## config.mk

```make
export PLATFORM = sky130hd
export DESIGN_NAME = cbe_div_cell
export DESIGN_NICKNAME = d
export VERILOG_FILES = /design/src/hw/rtl/cbe_pkg.sv /design/src/hw/rtl/cbe_div_cell.sv
export SDC_FILE = /design/constraint.sdc
export NUM_CORES = 1
export LEC_CHECK = 0
export BUFFER_PORTS_ARGS = -buffer_cell sky130_fd_sc_hd__buf_4
export CAP_MARGIN = 5
export CORE_MARGIN = 2
export CORE_UTILIZATION = 45
export DETAILED_ROUTE_END_ITERATION = 7
export MAX_ROUTING_LAYER = met4
export PLACE_DENSITY = 0.82
export SETUP_SLACK_MARGIN = 0.1
export SLEW_MARGIN = 5
export SYNTH_ARGS = -nofsm -noshare
export SYNTH_HDL_FRONTEND = slang
export SYNTH_SLANG_ARGS = --single-unit
```

## constraint.sdc

```tcl
create_clock -name i_clk -period 3.3 [get_ports i_clk]
set_input_delay 0.165 -clock i_clk [delete_from_list [all_inputs] [get_ports i_clk]]
set_output_delay 0.165 -clock i_clk [all_outputs]
set_load 0.05 [all_outputs]
```

## src/hw/rtl/cbe_pkg.sv

```systemverilog
// ----------------------------------------------------------------------------
// cbe_pkg: shared types and constants for the cubic Bezier easing block
// Fixed point formats, pipeline word layouts and the result kind codes.
// ----------------------------------------------------------------------------
package cbe_pkg;

    // Fraction bits of progress, x and y, and of the curve parameter.
    localparam int FRAC_BITS = 16;
    localparam int UFRAC     = 32;
    localparam int TIME_W    = 32;
    localparam int DUR_W     = 32;
    localparam int CX_W      = 17;
    localparam int CY_W      = 20;
    localparam int OUT_W     = 20;

    // Register indexes of the configuration port.
    localparam logic [2:0] REG_DURATION = 3'd0;
    localparam logic [2:0] REG_CTRL_X1  = 3'd1;
    localparam logic [2:0] REG_CTRL_Y1  = 3'd2;
    localparam logic [2:0] REG_CTRL_X2  = 3'd3;
    localparam logic [2:0] REG_CTRL_Y2  = 3'd4;

    // How the final value of a word is formed.
    typedef enum logic [1:0] {
        K_CURVE = 2'd0,
        K_ZERO  = 2'd1,
        K_ONE   = 2'd2
    } t_kind;

    // Word moving through the divider cells.
    typedef struct packed {
        logic [DUR_W-1:0]     r;
        logic [DUR_W-1:0]     d;
        logic [FRAC_BITS-1:0] q;
        logic                 one;
    } t_div;

    // Word moving through the bisection cells: bracket [lo, hi] in Q1.32.
    typedef struct packed {
        logic [UFRAC:0]   lo;
        logic [UFRAC:0]   hi;
        logic [UFRAC-1:0] target;
        t_kind            kind;
    } t_bis;

    // Bernstein weights in Q3.32 (w1, w2) and Q1.32 (w3): w1 = 3(1-u)^2 u, w2 = 3(1-u)u^2, w3 = u^3.
    typedef struct packed {
        logic [UFRAC+2:0] w1;
        logic [UFRAC+2:0] w2;
        logic [UFRAC:0]   w3;
    } t_wts;

endpackage

```

## src/hw/rtl/cbe_div_cell.sv

```systemverilog
// ----------------------------------------------------------------------------
// cbe_div_cell: one step of the progress divider
// Produces one quotient bit per cell by restoring division.
// ----------------------------------------------------------------------------
module cbe_div_cell (
    input  logic           i_clk,
    input  logic           i_rst_n,
    input  logic           i_valid,
    input  cbe_pkg::t_div  i_word,
    output logic           o_valid,
    output cbe_pkg::t_div  o_word
);

    logic                    r_valid;
    cbe_pkg::t_div           r_word;
    cbe_pkg::t_div           n_word;
    logic [cbe_pkg::DUR_W:0] rem2;
    logic                    ge;

    // Shift the remainder and subtract the divisor where it fits.
    always_comb begin
        rem2   = {i_word.r, 1'b0};
        ge     = rem2 >= {1'b0, i_word.d};
        n_word = i_word;
        n_word.q = {i_word.q[cbe_pkg::FRAC_BITS-2:0], ge};
        if (ge) begin
            n_word.r = cbe_pkg::DUR_W'(rem2 - {1'b0, i_word.d});
        end else begin
            n_word.r = rem2[cbe_pkg::DUR_W-1:0];
        end
    end

    always_ff @(posedge i_clk) begin
        if (!i_rst_n) begin
            r_valid <= 1'b0;
        end else begin
            r_valid <= i_valid;
        end
        r_word <= n_word;
    end

    assign o_valid = r_valid;
    assign o_word  = r_word;

endmodule

```

==> results.sh, run 1 <==
export IMPL_outcome="finished, final reports clean"
export IMPL_cap_violations=0
export IMPL_grt_pass1_wl_mm=17.3
export IMPL_drc=0
export IMPL_syn_to_final_growth_pct=48.9
export IMPL_multiInputGateArea_um2=2200
export IMPL_swShare_pct=36.9
export IMPL_cp_end_kind="flip-flop"
export IMPL_synth_area_per_cell_um2=10.1
export IMPL_rows=34
export IMPL_synth_warnings=0
export IMPL_pwr_share_comb_pct=40.2
export IMPL_clkSinkCount=82
export IMPL_rsz0062_at_grt="false"
export IMPL_power_switching_uw=1160
export IMPL_power_frac_clock_pct=23.6
export IMPL_worstPathRequired_ns=3.53
export IMPL_yosysTopAreaCell="dfxtp_1"
export IMPL_yosys_top_cells_area="dfxtp_1 (40%), ha_1 (9.8%), mux2_4 (7.0%), inv_1 (3.2%), xnor2_1 (3.0%)"
export IMPL_syn_nets=520
export IMPL_final_nets=732
export IMPL_crit_end="o_word[69]"
export IMPL_seqPwrFrac_pct=36.2
export IMPL_port_buffers=164
export IMPL_antenna_found_initial=0
export IMPL_async_reset_ff_share_pct=0
export IMPL_seq_area_um2=1640
export IMPL_hold_path_class="in2reg"
export IMPL_pin_count=166
export IMPL_slew_headroom_pct=66.0
export IMPL_grt_max_degree=29
export IMPL_worst_path_max_delay_cell="dlygate4sd3_1"
export IMPL_die_h_um=99.0
export IMPL_drive_above_1_share_pct=35.8
export IMPL_power_density_nw_per_um2=520
export IMPL_die_w_um=99.0
export IMPL_min_period_ns=3.09
export IMPL_num_antenna_cells=0
export IMPL_fillers=646
export IMPL_syn_inst=403
export IMPL_cp_num_buf_inv=4
export IMPL_synthDistinctLibCells=56
export IMPL_root_buffer="clkbuf_8"
export IMPL_synth_ff_type="dfxtp_1"
export IMPL_vdd_drop_max_v=0.000326
export IMPL_gr_usage_all_layers_pct=22.2
export IMPL_drtAntennaViolNets=0
export IMPL_path_max_fanout=5
export IMPL_drv_slew=0
export IMPL_dp_hpwl_mm=7.67
export IMPL_syn_area_um2=4070
export IMPL_timing_critical_path_from="i_word[19]"
export IMPL_placed_cells=663
export IMPL_cp_start_kind="input port"
export IMPL_p_leak_uw=0.00296
export IMPL_finalHoldViolations=0
export IMPL_crit_path_max_incr_delay_ns=0.54
export IMPL_clkTransAtPathRegs_ns=0.08
export IMPL_first_pass_iters=4
export IMPL_cp_arrival_ns=3.32
export IMPL_wire_per_inst_um=14.6
export IMPL_drtIter0Drc=160
export IMPL_critPathTopFamily="compound AO/OA/AOI/OAI gates"
export IMPL_start_util_pct=46.6
export IMPL_fmax_mhz=324
export IMPL_grt_pass1_vias=3877
export IMPL_synth_seq_cells=82
export IMPL_cts_tree="done"
export IMPL_synth_edf_count=0
export IMPL_gp_congestion=0.856
export IMPL_numCtsBuffers=9
export IMPL_htree_levels=3
export IMPL_stdcell_count=728
export IMPL_overflow=0
export IMPL_path_class="in2reg"
export IMPL_die_area_um2=9810
export IMPL_synth_top_area_share_pct=40.4
export IMPL_worstMarginPinSlew_ns=0.506
export IMPL_vias_per_cell=5.15
export IMPL_synth_seq_area_share_pct=40.4
export IMPL_cts_setup_buffers=0
export IMPL_path_depth=13
export IMPL_intPower_uw=1990
export IMPL_cp_cell_sequence="dlygate4sd3_1 -> buf_4 -> inv_1 -> ha_1 -> nor2b_1 -> o31a_1 -> o31ai_1 -> buf_4 -> o21ai_0 -> a21boi_0 -> o21ai_0 -> xor2_1 -> mux2_4"
export IMPL_setup_violations_final=0
export IMPL_core_um2=8720
export IMPL_wl_mm=10.6
export IMPL_tns_ns=0
export IMPL_fin_crit_sh_pct=93.6
export IMPL_vias=3746
export IMPL_clockBufferDepth=2
[layout make-up]
type                            count  area share (%)
Clock inverter                      5            1.03
Timing Repair Buffer              214            28.6
Clock buffer                       11            2.34
Sequential cell                    82            27.1
Multi-Input combinational cell    272            36.3
Tap cell                          108            2.23
Inverter                           36            2.36
[power groups by stage]
| stage | registers (uW) | logic [uW] | clock network [uW] |
|---|---|---|---|
| CTS | 1140 | 1260 | 769 |
| global placement | 1160 | 1190 | 0 |
| finish | 1140 | 1260 | 743 |
| floorplan | 1580 | 443 | 0 |
| detailed placement | 1160 | 1210 | 0 |
| global route | 1150 | 1340 | 800 |
[cell families (layout without fill, tap and decap cells)]
group           Yosys count  count (layout)  synth area share (%)
compound gates          102             102                  17.3
xor+xnor                 25              25                  5.39
fa+ha+maj                33              33                  10.3
buf+inv                  49             266                  5.91
flops                    82              82                  40.4
mux                      29              29                  9.73
simple gates             83              83                  11.0
[sequential cells by signal, indices dropped and copies added (netlist names)]
signal / count
o_valid: 1
o_word: 81
[worst min path at each step]
stage / start / endpoint / slack, ns / cells after the start
2_1_floorplan: i_word[0] / o_word[0] / 0.19 / 0
3_3_place_gp: i_word[12] / o_word[13] / 0.27 / 1
3_5_place_dp: i_word[4] / o_word[5] / 0.27 / 1
4_1_cts: i_rst_n / o_valid / 0.006 / 2
5_1_grt: i_rst_n / o_valid / 0.03 / 2
6_report: i_rst_n / o_valid / 0.02 / 2
[synthesized netlist by cell type (5+ instances only)]
library cell  instances
a21o_1               15
a21oi_1              23
and2_1                5
clkbuf_1              9
dfxtp_1              82
ha_1                 32
inv_1                35
mux2_2                8
mux2_4               19
nand2_1              15
nand3_1               6
nand4_1              12
nor2_1               18
o21a_1                7
o21ai_0              18
o31ai_1               6
xnor2_1              14
xor2_1               11
[stage by stage]
| stage | cell area, um2 | setup WS [ns] | util [%] | hold WS (ns) | total power, uW |
|---|---|---|---|---|---|
| after floorplan | 4070 | 0.552 | - | 0.193 | 2020 |
| after global placement | 5340 | 0.298 | 61.2 | 0.270 | 2350 |
| after detailed placement | 5340 | 0.182 | 61.2 | 0.271 | 2370 |
| after CTS | 6040 | 0.122 | 69.2 | 0.00612 | 3170 |
| after global routing | 6050 | 0.109 | 69.4 | 0.0301 | 3290 |
| final | 6050 | 0.211 | 69.4 | 0.0215 | 3150 |
[layout by cell type, fill, tap and decap left out, types with 3 or more instances in the layout]
cell type | Yosys | routed
a21oi_1 | 23 | 22
or3_1 | 3 | 3
mux2_4 | 19 | 19
dfxtp_1 | 82 | 82
clkbuf_8 | 0 | 10
o21a_1 | 7 | 7
a31oi_1 | 4 | 4
o31ai_1 | 6 | 6
ha_1 | 32 | 32
inv_1 | 35 | 35
o21ai_0 | 18 | 17
dlygate4sd3_1 | 0 | 49
xor2_1 | 11 | 11
o211ai_1 | 4 | 4
mux2_2 | 8 | 8
and2_1 | 5 | 5
nand2_1 | 15 | 15
xnor2_1 | 14 | 14
and3_1 | 3 | 3
a21boi_0 | 4 | 4
a21o_1 | 15 | 15
nand4_1 | 12 | 12
nand3_1 | 6 | 6
nand2b_1 | 3 | 3
nor2b_1 | 4 | 4
buf_4 | 0 | 165
nor2_1 | 18 | 18
nor3_1 | 4 | 4
[per-layer routing]
| layer | routed length, um | global-route usage, % | vias to the layer above |
|---|---|---|---|
| met5 | 0 | - | - |
| met2 | 5380 | 39.3 | 155 |
| met3 | 834 | 5.04 | 12 |
| met4 | 114 | 6.22 | 0 |
| met1 | 4280 | 24.9 | 1732 |
| li1 | - | - | 1847 |
[timing repair]
action | 4_1_cts | 5_1_grt
hold endpoints to repair | 49 | 0
resized for setup | 0 | 5
endpoints found under the setup margin | 0 | 5
hold buffers | 49 | 0
No activity file was read; power rests on OpenSTA's default activity.
==> run 2: changes to the inputs <==
Settings changed: REMOVE_ABC_BUFFERS set to 1.
==> results.sh, run 2 (synthesis gave the netlist of run 1 again) <==
export IMPL_cts_setup_buffers=0
export IMPL_p_leak_uw=0.00297
export IMPL_largest_register_ffs=81
export IMPL_cap_violations=0
export IMPL_tns_ns=0
export IMPL_gr_usage_all_layers_pct=22.3
export IMPL_grt_max_degree=29
export IMPL_slew_headroom_pct=67.4
export IMPL_overflow=0
export IMPL_wl_mm=10.8
export IMPL_clkSinkCount=82
export IMPL_hold_path_startpoint="i_rst_n"
export IMPL_cp_end_kind="flip-flop"
export IMPL_rows=34
export IMPL_start_util_pct=46.6
export IMPL_min_period_ns=3.08
export IMPL_final_cell_mix="buf_4 (165), dfxtp_1 (82), dlygate4sd3_1 (49), inv_1 (35), ha_1 (32)"
export IMPL_cts_tree="done"
export IMPL_layout_commonest_cell="buf_4"
export IMPL_antenna_found_initial=0
export IMPL_gp_congestion=0.874
export IMPL_first_pass_iters=5
export IMPL_drc=0
export IMPL_power_density_nw_per_um2=525
export IMPL_cp_start_kind="input port"
export IMPL_grt_pass1_wl_mm=17.5
export IMPL_power_uw=3180
export IMPL_outcome="finished, final reports clean"
export IMPL_drtIter0Drc=140
export IMPL_whs_ns=0.0122
export IMPL_die_w_um=99.0
export IMPL_final_nets=732
export IMPL_hold_path_class="in2reg"
export IMPL_path_max_fanout=28
export IMPL_syn_to_final_growth_pct=49.1
export IMPL_clkTransAtPathRegs_ns=0.09
export IMPL_dp_hpwl_mm=7.78
export IMPL_worstPathRequired_ns=3.55
export IMPL_die_area_um2=9810
export IMPL_crit_path_max_incr_delay_ns=0.53
export IMPL_finalHoldViolations=0
export IMPL_clockBufferDepth=2
export IMPL_vias_per_cell=5.17
export IMPL_vias=3766
export IMPL_rsz0062_at_grt="false"
export IMPL_vdd_drop_max_v=0.000236
export IMPL_cp_arrival_ns=3.33
export IMPL_wire_per_inst_um=14.8
export IMPL_numCtsBuffers=9
export IMPL_drv_slew=0
export IMPL_die_h_um=99.0
export IMPL_root_buffer="clkbuf_8"
export IMPL_fmax_mhz=325
export IMPL_drtAntennaViolNets=0
export IMPL_core_um2=8720
export IMPL_fin_crit_sh_pct=93.2
export IMPL_port_buffers=164
export IMPL_cp_cell_sequence="dlygate4sd3_1 -> buf_4 -> inv_1 -> ha_1 -> nand4_1 -> or2_2 -> or3_1 -> o22a_1 -> and3_4 -> inv_8 -> mux2_2"
export IMPL_setup_violations_final=0
export IMPL_htree_levels=3
export IMPL_drive_above_1_share_pct=36.0
export IMPL_path_class="in2reg"
export IMPL_worst_path_max_delay_cell="dlygate4sd3_1"
export IMPL_num_antenna_cells=0
export IMPL_worstMarginPinSlew_ns=0.484
export IMPL_grt_pass1_vias=3910
export IMPL_pin_count=166
export IMPL_timing_critical_path_from="i_word[35]"
## run 2: cell count changes in the layout (fill, tap and decap cells not counted), sizes merged
cell / delta
clkbuf: -1
clkinv: +1
clkinvlp: -2
inv: +2
## run 2: path summary, 6_finish.rpt
path,end,cells after the start
worst min-delay path,o_valid,2
worst max-delay path,o_word[58],11
## run 2: final cells by class
type | instances | area [um2]
clock inverters | 6 | 72.6
fillers | 668 | 2660
flip-flops and latches | 82 | 1640
inverters | 36 | 143
repair buffers | 214 | 1730
clock buffers | 10 | 138
multi-input cells | 272 | 2200
well taps | 108 | 135
## run 2: what timing repair did
action | in CTS | in global routing
resized for setup | 0 | 6
endpoints found under the hold margin | 49 | 0
hold buffers | 49 | 0
endpoints found under the setup margin | 0 | 28
## run 2: worst max-delay path: cells and delay by family
family / cells / cell delay (ns)
compound gates: 1 / 0.25
buf+inv: 4 / 0.89
simple gates: 4 / 1.16
mux: 1 / 0.38
fa+ha+maj: 1 / 0.45
## run 2: power breakdown
part / switching, uW / internal (uW) / total (uW)
registers: 32.2 / 1110 / 1140
logic: 768 / 504 / 1270
clock network: 391 / 381 / 772
total: 1190 / 1990 / 3180
## run 2: through the flow
step / setup slack (ns) / util (%) / instance area, um2 / cells
CTS: 0.133 / 69.3 / 6040 / 728
floorplan: 0.673 / - / 3970 / 390
global placement: 0.329 / 61.2 / 5340 / 663
finish: 0.224 / 69.5 / 6060 / 728
detailed placement: 0.253 / 61.2 / 5340 / 663
global route: 0.104 / 69.5 / 6060 / 728
## run 2: routing by layer
layer / share of wire (%) / track usage [%] / vias up
met5: 0 / - / -
met4: 1.7 / 7.59 / 0
met3: 7.0 / 4.61 / 21
met2: 50 / 38.9 / 155
met1: 41 / 25.4 / 1744
li1: - / - / 1846
==> run 3: changes to the inputs <==
Settings changed: BUFFER_PORTS_ARGS -buffer_cell sky130_fd_sc_hd__buf_4 to -buffer_cell sky130_fd_sc_hd__buf_2, CORE_UTILIZATION 45 to 48, PLACE_DENSITY 0.82 to 0.87.
==> results.sh, run 3 (synthesis gave the netlist of run 1 again) <==
export IMPL_stdcell_area_um2=5660
export IMPL_cts_tree="done"
export IMPL_utilization_pct=68.8
export IMPL_port_buffers=164
export IMPL_rsz0062_at_grt="false"
export IMPL_power_density_nw_per_um2=543
export IMPL_wl_mm=10.9
export IMPL_hold_end="o_word[74]"
export IMPL_placed_cell_area_um2=4930
export IMPL_cp_arrival_ns=3.34
export IMPL_outcome="finished, final reports clean"
export IMPL_drtAntennaViolNets=0
export IMPL_largest_register_ffs=81
export IMPL_grt_pass1_vias=3717
export IMPL_fillers=652
export IMPL_gp_congestion=0.929
export IMPL_fin_crit_sh_pct=93.5
export IMPL_clockBufferDepth=2
export IMPL_finalHoldViolations=0
export IMPL_pin_count=166
export IMPL_layout_commonest_cell="buf_2"
export IMPL_p_leak_uw=0.00283
export IMPL_drc=0
export IMPL_setup_violations_final=0
export IMPL_crit_path_max_incr_delay_ns=0.53
export IMPL_first_pass_iters=5
export IMPL_rows=33
export IMPL_grt_max_degree=29
export IMPL_met3_usage_pct=4.70
export IMPL_stdcell_count=727
export IMPL_htree_levels=3
export IMPL_worst_path_max_delay_cell="dlygate4sd3_1"
export IMPL_path_max_fanout=28
export IMPL_busiest_layer="met2"
export IMPL_worstPathRequired_ns=3.55
export IMPL_overflow=0
export IMPL_worstMarginPinSlew_ns=0.487
export IMPL_vias=3802
export IMPL_die_area_um2=9220
export IMPL_numCtsBuffers=9
export IMPL_seq_area_um2=1640
export IMPL_hold_path_startpoint="i_word[73]"
export IMPL_core_um2=8220
export IMPL_drtIter0Drc=150
export IMPL_cp_cell_sequence="dlygate4sd3_1 -> buf_2 -> inv_1 -> ha_1 -> o21ai_2 -> nor2_1 -> or4b_4 -> o2111ai_2 -> a21oi_2 -> o21ai_4 -> and3_4 -> inv_8 -> mux2_4"
export IMPL_root_buffer="clkbuf_8"
export IMPL_die_h_um=96.0
export IMPL_placed_cells=660
export IMPL_vias_per_cell=5.23
export IMPL_cp_num_buf_inv=4
export IMPL_slew_headroom_pct=67.3
export IMPL_syn_to_final_growth_pct=39.2
export IMPL_grt_use_met2_pct=43.1
export IMPL_met1_usage_pct=25.5
export IMPL_clkSinkCount=82
export IMPL_drive_above_1_share_pct=35.9
export IMPL_path_class="in2reg"
export IMPL_wire_per_inst_um=14.9
export IMPL_clkTransAtPathRegs_ns=0.09
export IMPL_dp_hpwl_mm=7.55
export IMPL_die_w_um=96.0
export IMPL_holdPathStages=2
export IMPL_hold_path_class="in2reg"
export IMPL_start_util_pct=49.5
export IMPL_tns_ns=0
export IMPL_cp_end_kind="flip-flop"
export IMPL_cp_start_kind="input port"
export IMPL_final_cell_mix="buf_2 (164), dfxtp_1 (82), dlygate4sd3_1 (50), inv_1 (35), ha_1 (32)"
export IMPL_fmax_mhz=324
export IMPL_final_nets=734
export IMPL_multiInputGateArea_um2=2200
export IMPL_num_antenna_cells=0
export IMPL_critPathTopFamily="simple AND/OR/NAND/NOR gates"
export IMPL_vdd_drop_max_v=0.000263
export IMPL_drv_slew=0
export IMPL_antenna_found_initial=0
export IMPL_grt_pass1_wl_mm=16.6
export IMPL_cap_violations=0
export IMPL_min_period_ns=3.09
export IMPL_gr_usage_all_layers_pct=23.8
## run 3: per-stage QoR
step	power (uW)	hold slack, ns	worst slack (ns)
after global routing	3220	0.0262	0.114
after CTS	3080	0.0270	0.116
final	3070	0.0382	0.214
after detailed placement	2270	0.269	0.263
after floorplan	2010	0.193	0.673
after global placement	2240	0.267	0.337
## run 3: timing repair
action                                  CTS  global route
setup buffers                             0             1
endpoints found under the setup margin    0            28
gates resized for setup                   0             5
hold endpoints to repair                 49             0
hold buffers                             50             0
## run 3: area by class of cell
class	instances	area share, %
repair buffers	216	23.6
inverters	36	2.52
well taps	105	2.32
clock inverters	7	1.48
clock buffers	9	2.19
flip-flops and latches	82	29.0
multi-input cells	272	38.8
## run 3: worst max path at each step
stage | startpoint | end | cells after the start
after detailed placement | i_word[27] | o_word[80] | 11
after CTS | i_word[31] | o_word[80] | 11
final | i_word[28] | o_word[65] | 13
after floorplan | i_word[27] | o_word[59] | 11
after global routing | i_word[28] | o_word[71] | 13
after global placement | i_word[27] | o_word[72] | 11
## run 3: routing by layer
layer | vias to the layer above | part of all wire, %
met2 | 174 | 51
met3 | 19 | 7.5
met1 | 1751 | 40
met4 | 0 | 1.8
li1 | 1858 | -
met5 | - | 0
## run 3: where the power goes
group / total (uW) / internal [uW] / switching (uW)
clock network: 762 / 364 / 398
registers: 1130 / 1110 / 26.9
logic: 1180 / 411 / 764
total: 3070 / 1880 / 1190
